File: config.mk
export PLATFORM = sky130hd
export DESIGN_NAME = gamepad_to_gameport_mapper_flat
export DESIGN_NICKNAME = d
export VERILOG_FILES = /design/src/rtl/core/gpm_pkg.sv /design/src/rtl/core/gpm_if.sv /design/src/rtl/core/gamepad_to_gameport_mapper.sv /design/src/flat_wrapper.sv
export SDC_FILE = /design/constraint.sdc
export NUM_CORES = 1
export LEC_CHECK = 0
export BUFFER_PORTS_ARGS = -buffer_cell sky130_fd_sc_hd__buf_2
export CORE_MARGIN = 5
export CORE_UTILIZATION = 42
export CTS_CLUSTER_DIAMETER = 40
export CTS_CLUSTER_SIZE = 12
export DETAILED_ROUTE_END_ITERATION = 10
export PLACE_DENSITY_LB_ADDON = 0.2
export SYNTH_ARGS = -nofsm -noshare
export SYNTH_HDL_FRONTEND = slang
export SYNTH_SLANG_ARGS = --single-unit
File: constraint.sdc
create_clock -name clk -period 3.06 [get_ports clk]
set_input_delay 0.459 -clock clk [delete_from_list [all_inputs] [get_ports clk]]
set_output_delay 0.459 -clock clk [all_outputs]
set_load 0.05 [all_outputs]
File: src/rtl/core/gpm_pkg.sv
// Package for the gamepad to gameport mapper: item types, codes and byte decode.
`default_nettype none

package gpm_pkg;

  typedef struct packed {
    logic [7:0] raw_byte_0;
    logic [7:0] raw_byte_1;
    logic [7:0] raw_byte_2;
    logic [7:0] raw_byte_3;
    logic [7:0] raw_byte_4;
    logic [7:0] raw_byte_5;
    logic       read_ok;
  } in_item_t;

  typedef struct packed {
    logic [3:0] button_pins;
    logic [1:0] axis_x;
    logic [1:0] axis_y;
    logic [1:0] mode_used;
    logic       restart;
  } out_item_t;

  localparam int unsigned NUM_KEYS = 15;
  typedef logic [NUM_KEYS-1:0] keys_t;

  localparam int unsigned KEY_X      = 0;
  localparam int unsigned KEY_A      = 1;
  localparam int unsigned KEY_B      = 2;
  localparam int unsigned KEY_Y      = 3;
  localparam int unsigned KEY_START  = 4;
  localparam int unsigned KEY_SELECT = 5;
  localparam int unsigned KEY_HOME   = 6;
  localparam int unsigned KEY_RT     = 7;
  localparam int unsigned KEY_LT     = 8;
  localparam int unsigned KEY_RZ     = 9;
  localparam int unsigned KEY_LZ     = 10;
  localparam int unsigned KEY_UP     = 11;
  localparam int unsigned KEY_DOWN   = 12;
  localparam int unsigned KEY_LEFT   = 13;
  localparam int unsigned KEY_RIGHT  = 14;

  localparam logic [1:0] MODE_NORMAL = 2'd0;
  localparam logic [1:0] MODE_JUMP   = 2'd1;
  localparam logic [1:0] MODE_NES    = 2'd2;

  localparam logic [1:0] POS_MIN = 2'd0;
  localparam logic [1:0] POS_MID = 2'd1;
  localparam logic [1:0] POS_MAX = 2'd2;

  localparam logic [7:0] DEC_KEY   = 8'h17;
  localparam logic [7:0] ALL_ONES  = 8'hFF;

  // Undo the controller's byte scrambling; the add wraps at 8 bits.
  function automatic logic [7:0] decode_byte(input logic [7:0] b);
    decode_byte = (b ^ DEC_KEY) + DEC_KEY;
  endfunction

endpackage

`default_nettype wire

File: src/rtl/core/gpm_if.sv
// Valid/ready channel interfaces for poll items and gameport result items.
`default_nettype none

interface gpm_in_if;
  logic               valid;
  logic               ready;
  gpm_pkg::in_item_t  data;

  modport source (output valid, output data, input ready);
  modport sink   (input valid, input data, output ready);
endinterface

interface gpm_out_if;
  logic               valid;
  logic               ready;
  gpm_pkg::out_item_t data;

  modport source (output valid, output data, input ready);
  modport sink   (input valid, input data, output ready);
endinterface

`default_nettype wire

File: src/rtl/core/gamepad_to_gameport_mapper.sv
// Top level: decodes gamepad polls and maps buttons to gameport pins and axes.
//
// Channel  Dir  Handshake    Payload
// in_ch    in   valid/ready  six raw poll bytes, read_ok
// out_ch   out  valid/ready  button_pins, axis_x, axis_y, mode_used, restart
//
// Each item is decoded and mapped in the cycle it is accepted; its result appears
// in the output register on the next cycle, so one item per cycle is sustained while out_ch is ready.
// The input is ready whenever the output register is empty or being emptied.
// A stall on out_ch holds the result and blocks the input until it is taken.
// Synchronous active-low reset returns to normal mode with no buttons stored.
`default_nettype none

module gamepad_to_gameport_mapper (
  input  wire logic  clk,
  input  wire logic  rst_n,
  gpm_in_if.sink     in_ch,
  gpm_out_if.source  out_ch
);

  logic [1:0]           adapter_mode_r;
  logic [1:0]           adapter_mode_nxt;
  gpm_pkg::keys_t       pressed_r;
  gpm_pkg::keys_t       pressed_nxt;
  logic                 all_ones_r;
  logic                 all_ones_nxt;
  logic                 out_valid_r;
  gpm_pkg::out_item_t   out_item_r;
  gpm_pkg::out_item_t   out_item_nxt;

  logic                 accept;
  logic [7:0]           dec [6];
  logic [7:0]           n4;
  logic [7:0]           n5;
  logic                 all_dec;
  gpm_pkg::keys_t       fresh;
  gpm_pkg::keys_t       keys;
  logic                 all_now;
  logic                 jump;

  assign in_ch.ready  = !out_valid_r || out_ch.ready;
  assign accept       = in_ch.valid && in_ch.ready;
  assign out_ch.valid = out_valid_r;
  assign out_ch.data  = out_item_r;

  always_comb begin
    dec[0] = gpm_pkg::decode_byte(in_ch.data.raw_byte_0);
    dec[1] = gpm_pkg::decode_byte(in_ch.data.raw_byte_1);
    dec[2] = gpm_pkg::decode_byte(in_ch.data.raw_byte_2);
    dec[3] = gpm_pkg::decode_byte(in_ch.data.raw_byte_3);
    dec[4] = gpm_pkg::decode_byte(in_ch.data.raw_byte_4);
    dec[5] = gpm_pkg::decode_byte(in_ch.data.raw_byte_5);
    all_dec = (dec[0] == gpm_pkg::ALL_ONES) && (dec[1] == gpm_pkg::ALL_ONES) &&
              (dec[2] == gpm_pkg::ALL_ONES) && (dec[3] == gpm_pkg::ALL_ONES) &&
              (dec[4] == gpm_pkg::ALL_ONES) && (dec[5] == gpm_pkg::ALL_ONES);

    // Button bits arrive active low.
    n4 = ~dec[4];
    n5 = ~dec[5];
    fresh = '0;
    fresh[gpm_pkg::KEY_X]      = n5[3];
    fresh[gpm_pkg::KEY_A]      = n5[4];
    fresh[gpm_pkg::KEY_B]      = n5[6];
    fresh[gpm_pkg::KEY_Y]      = n5[5];
    fresh[gpm_pkg::KEY_START]  = n4[2];
    fresh[gpm_pkg::KEY_SELECT] = n4[4];
    fresh[gpm_pkg::KEY_HOME]   = n4[3];
    fresh[gpm_pkg::KEY_RT]     = n4[1];
    fresh[gpm_pkg::KEY_LT]     = n4[5];
    fresh[gpm_pkg::KEY_RZ]     = n5[2];
    fresh[gpm_pkg::KEY_LZ]     = n5[7];
    fresh[gpm_pkg::KEY_UP]     = n5[0];
    fresh[gpm_pkg::KEY_DOWN]   = n4[6];
    fresh[gpm_pkg::KEY_LEFT]   = n5[1];
    fresh[gpm_pkg::KEY_RIGHT]  = n4[7];

    // A failed read falls back on the buttons stored by the last good one.
    keys    = in_ch.data.read_ok ? fresh : pressed_r;
    all_now = in_ch.data.read_ok ? all_dec : all_ones_r;

    jump = 1'b0;
    out_item_nxt = '0;
    case (adapter_mode_r)
      gpm_pkg::MODE_JUMP: begin
        out_item_nxt.button_pins = {2'b00, keys[gpm_pkg::KEY_A], keys[gpm_pkg::KEY_Y]};
        jump = keys[gpm_pkg::KEY_B];
      end
      gpm_pkg::MODE_NES: begin
        out_item_nxt.button_pins = {keys[gpm_pkg::KEY_SELECT], keys[gpm_pkg::KEY_START],
                                    keys[gpm_pkg::KEY_B], keys[gpm_pkg::KEY_A]};
      end
      default: begin
        out_item_nxt.button_pins = {keys[gpm_pkg::KEY_X], keys[gpm_pkg::KEY_A],
                                    keys[gpm_pkg::KEY_Y], keys[gpm_pkg::KEY_B]};
      end
    endcase

    if (keys[gpm_pkg::KEY_LEFT]) begin
      out_item_nxt.axis_x = gpm_pkg::POS_MIN;
    end else if (keys[gpm_pkg::KEY_RIGHT]) begin
      out_item_nxt.axis_x = gpm_pkg::POS_MAX;
    end else begin
      out_item_nxt.axis_x = gpm_pkg::POS_MID;
    end

    if (keys[gpm_pkg::KEY_UP] || jump) begin
      out_item_nxt.axis_y = gpm_pkg::POS_MIN;
    end else if (keys[gpm_pkg::KEY_DOWN]) begin
      out_item_nxt.axis_y = gpm_pkg::POS_MAX;
    end else begin
      out_item_nxt.axis_y = gpm_pkg::POS_MID;
    end

    out_item_nxt.mode_used = adapter_mode_r;
    out_item_nxt.restart   = all_now;

    // Mode hotkeys take effect from the next item; the first matching check wins.
    adapter_mode_nxt = adapter_mode_r;
    if (keys[gpm_pkg::KEY_SELECT]) begin
      if (keys[gpm_pkg::KEY_RIGHT]) begin
        adapter_mode_nxt = gpm_pkg::MODE_NES;
      end else if (keys[gpm_pkg::KEY_DOWN]) begin
        adapter_mode_nxt = gpm_pkg::MODE_NORMAL;
      end else if (keys[gpm_pkg::KEY_UP]) begin
        adapter_mode_nxt = gpm_pkg::MODE_JUMP;
      end
    end

    pressed_nxt  = all_now ? '0 : keys;
    all_ones_nxt = all_now;
  end

  always_ff @(posedge clk) begin
    if (!rst_n) begin
      adapter_mode_r <= gpm_pkg::MODE_NORMAL;
      pressed_r      <= '0;
      all_ones_r     <= 1'b0;
      out_valid_r    <= 1'b0;
    end else begin
      if (accept) begin
        adapter_mode_r <= adapter_mode_nxt;
        pressed_r      <= pressed_nxt;
        all_ones_r     <= all_ones_nxt;
        out_valid_r    <= 1'b1;
      end else if (out_ch.ready) begin
        out_valid_r    <= 1'b0;
      end
    end
  end

  always_ff @(posedge clk) begin
    if (accept) begin
      out_item_r <= out_item_nxt;
    end
  end

endmodule

`default_nettype wire

File: src/flat_wrapper.sv
// flat-port wrapper written by rule: the top's interface ports become plain ports
module gamepad_to_gameport_mapper_flat 
  (clk, rst_n, in_ch_valid, in_ch_data, in_ch_ready, out_ch_valid, out_ch_data, out_ch_ready);
  gpm_in_if in_ch_i ();
  gpm_out_if out_ch_i ();
  input  wire logic clk;
  input  wire logic rst_n;
  input wire logic [$bits(in_ch_i.valid)-1:0] in_ch_valid;
  input wire logic [$bits(in_ch_i.data)-1:0] in_ch_data;
  output wire logic [$bits(in_ch_i.ready)-1:0] in_ch_ready;
  output wire logic [$bits(out_ch_i.valid)-1:0] out_ch_valid;
  output wire logic [$bits(out_ch_i.data)-1:0] out_ch_data;
  input wire logic [$bits(out_ch_i.ready)-1:0] out_ch_ready;
  assign in_ch_i.valid = in_ch_valid;
  assign in_ch_i.data = in_ch_data;
  assign in_ch_ready = in_ch_i.ready;
  assign out_ch_valid = out_ch_i.valid;
  assign out_ch_data = out_ch_i.data;
  assign out_ch_i.ready = out_ch_ready;
  gamepad_to_gameport_mapper u_core (.clk(clk), .rst_n(rst_n), .in_ch(in_ch_i), .out_ch(out_ch_i));
endmodule
==> summary.txt <==
Required time of the critical path - 3140 ps
Syn nets - 215
Clock latency on the worst-skew pair - 310 ps
Final sum of negative setup slack - 0 ps
Crit path max fanout - 5
Sequential group share of total power - 0.512
Via count of the first global-routing pass - 1427
Pwr dens - 396 mW/mm^2
Antenna-violating nets left - 0
Max-Cap Viols - 0
Part of the power in combinational logic - 0.296
Number of rows created at floorplan - 21
Crit path buf inv count - 1
Run status - complete, no violations
Number of buffers created by CTS - 3
Largest cells by area after synthesis - sky130_fd_sc_hd__edfxtp_1 22%, sky130_fd_sc_hd__dfxtp_1 19%, sky130_fd_sc_hd__nand4_1 5.4%
Share of async-settable or async-resettable flops after synthesis - 0
Number of DRC markers after the initial detailed-route iteration - 68
Switching component of the power - 242 uW
Count of final max-slew check failures - 0
Pre-Repair DR Iteration Count - 4
Estimated wirelength of the detail-placed design - 3.08 mm
Multi-input combinational cell area - 833 sq um
Initial antenna violation count - 0
DRC errors left - 0
Resized cells post-CTS - 0
Post-synthesis register bit count - 25
Syn-to-layout area delta - 26.8%
Sort of element at the start of the critical path - primary input
Sequential fraction of the synthesis area - 0.409
Die area - 0.00485 sq mm
Clock Power Share - 0.192
Pre-CTS setup slack - 870 ps
Number of synthesized flops with an enable pin - 11
Inserted Diodes - 0
Commonest cells after routing, fill and taps aside - 65 x sky130_fd_sc_hd__buf_2, 14 x sky130_fd_sc_hd__nand2_1, 14 x sky130_fd_sc_hd__dfxtp_1
Area share of the largest cell type after synthesis - 0.221
Filler cells - 324
Most frequent standard cell in the layout excluding fill and tap cells - sky130_fd_sc_hd__buf_2
Longest individual stage delay on the worst path - 330 ps
Share of the clock period used by the worst path - 0.609
Post-CTS clock slew at the launch and capture registers of the worst setup and hold paths - 130 ps
GR Util All Layers - 0.153
Finish-stage setup viols - 0
Root Buffer Master - sky130_fd_sc_hd__clkbuf_4
H-tree depth - 1
Die span in x - 69.6 microns
Synth Flop Type - sky130_fd_sc_hd__dfxtp_1
Core Footprint - 0.00339 sq mm
Post-synthesis cell count - 158
Average detailed-routed wire length per instance - 13.6 microns
Top-level port count - 66
Buffer depth of the longest clock path - 2
Largest area contributor in the netlist - sky130_fd_sc_hd__edfxtp_1
Final RePlAce weighted congestion - 0.859
Yosys warning count - 0
List of cells traversed by the critical path - buf_2 -> ha_1 -> a21boi_4 -> o21ai_2 -> xor2_1 -> mux2_2 -> a221o_1
Die Height - 69.6 microns
Leakage power - 0.808 nW
Tightest slew margin relative to the limit - 0.514
Ratio of routed vias to standard cells - 5.48
Fraction of layout instances using a drive strength above 1 - 0.363
Kind of cell with the highest combined delay on the critical path - compound AO/OA/AOI/OAI gates
Vias after detailed routing - 1490
Max Clock Skew - 2.74 ps
Type of the worst setup path - in -> reg
Standard cell with the maximum stage delay on the critical path - sky130_fd_sc_hd__mux2_2
Maximum number of pins on one net before global-route repair - 24
Sinks on the clock net - 25
Switching power share of the total - 0.323
Hold crit path type - in -> reg
Max rail drop VDD - 0.121 mV
Setup Buffers After CTS - 0
Total detailed-routing wirelength - 3.71 mm
Count of different cell masters after synthesis - 50
Number of buffers inserted for hold repair after clock tree synthesis - 0
Final hold viol count - 0
Nets - 284
Sum of overflow across all layers after global routing - 0
Flip-flop and latch area - 611 sq um
Critical path endpoint category - register
Worst path arrival time - 1950 ps
Worst slew pin tran - 724 ps
Initial core utilization - 0.441
Maximum operating frequency - 536 MHz
Netlist area before placement - 0.00149 sq mm
Final worst setup slack - 1200 ps
CTS tree - yes
Wire length of the first global-routing pass - 6.19 mm
P_int - 509 uW
Count of buffers from port buffering - 65
Shortest clock period the worst path allows after layout - 1860 ps
Post-Syn Area per Cell - 9.46 sq um
Unrepaired setup endpoints after global routing - no
-- cells in the mapped netlist, drive strengths merged (2+ instances only) --
cell type,instances
a211oi,2
a21oi,5
a221o,2
a22o,6
a31oi,5
buf,2
dfxtp,14
edfxtp,11
ha,4
inv,8
mux2,3
nand2,14
nand2b,3
nand3,8
nand4,13
nor2,8
nor2b,6
nor3,2
nor4,6
o21ai,6
or2,2
or3,3
xnor2,2
xor2,3
-- logic make-up (layout without fill, tap and decap cells) --
family / after synthesis / in the layout / share of synthesized area
multiplexers: 4 / 4 / 0.0318
AND/OR/NAND/NOR: 71 / 71 / 0.261
adder cells (fa/ha/maj): 4 / 4 / 0.0335
flip-flops: 25 / 25 / 0.409
buffers and inverters: 11 / 79 / 0.0335
XOR/XNOR: 5 / 5 / 0.0293
AO/OA/AOI/OAI: 38 / 38 / 0.202
-- power by group through the flow --
stage               logic, mW  registers, mW  clock network [mW]
finish                  0.222          0.384               0.144
global route            0.241          0.387               0.158
CTS                     0.223          0.384               0.149
detailed placement      0.222          0.392                   0
global placement        0.221          0.392                   0
floorplan              0.0943          0.442                   0
-- path summary, 6_finish.rpt --
check / from / to / slack, ps / depth (start not counted)
worst max-delay path: in_ch_data[1] / u_core.out_ch.data[8] / 1200 / 7
worst min-delay path: in_ch_valid / u_core.out_ch.valid / 380 / 3
worst max register to register: u_core.out_ch.valid / u_core.pressed_r[14] / 1470 / 6
worst min register to register: u_core.pressed_r[11] / u_core.pressed_r[11] / 470 / 2
-- layout make-up --
cell class	count	area share
sequential	25	0.322
tap	46	0.0304
timing repair buffer	66	0.176
multi-input combinational	122	0.440
clock buffer	4	0.0139
inverter	9	0.0178
-- stage by stage --
| step | cells | util | hold WS [ps] | total power, mW | cell area [sq um] |
|---|---|---|---|---|---|
| final | 272 | 0.559 | 375 | 0.751 | 1890 |
| after global routing | 272 | 0.559 | 382 | 0.786 | 1890 |
| after CTS | 272 | 0.559 | 371 | 0.755 | 1890 |
| after detailed placement | 268 | 0.551 | 447 | 0.614 | 1870 |
| after global placement | 268 | 0.551 | 436 | 0.613 | 1870 |
| after floorplan | 158 | - | 417 | 0.536 | 1490 |
-- flip-flops by register name (all words and copies together) (netlist names) --
signal and cells:
u_core.out_ch.valid 1, u_core.adapter_mode_r 2, u_core.out_ch.data 11, u_core.pressed_r 10, u_core.all_ones_r 1
-- worst reg2reg max path, cell delays in order, from the launching register on --
cell                       delay [ps]
sky130_fd_sc_hd__dfxtp_1          350
sky130_fd_sc_hd__nand2b_1          80
sky130_fd_sc_hd__nand2_1          150
sky130_fd_sc_hd__clkinv_1          80
sky130_fd_sc_hd__buf_4            200
sky130_fd_sc_hd__nor2_1           470
sky130_fd_sc_hd__a22o_1           230
-- layer usage --
layer | track usage | vias up | routed length (microns)
met5 | 0 | - | 0
met4 | 0.0468 | 0 | 36
met3 | 0.0203 | 6 | 329
met2 | 0.275 | 86 | 1780
met1 | 0.187 | 653 | 1570
li1 | - | 745 | -
Power figures use the tool's default switching activity.
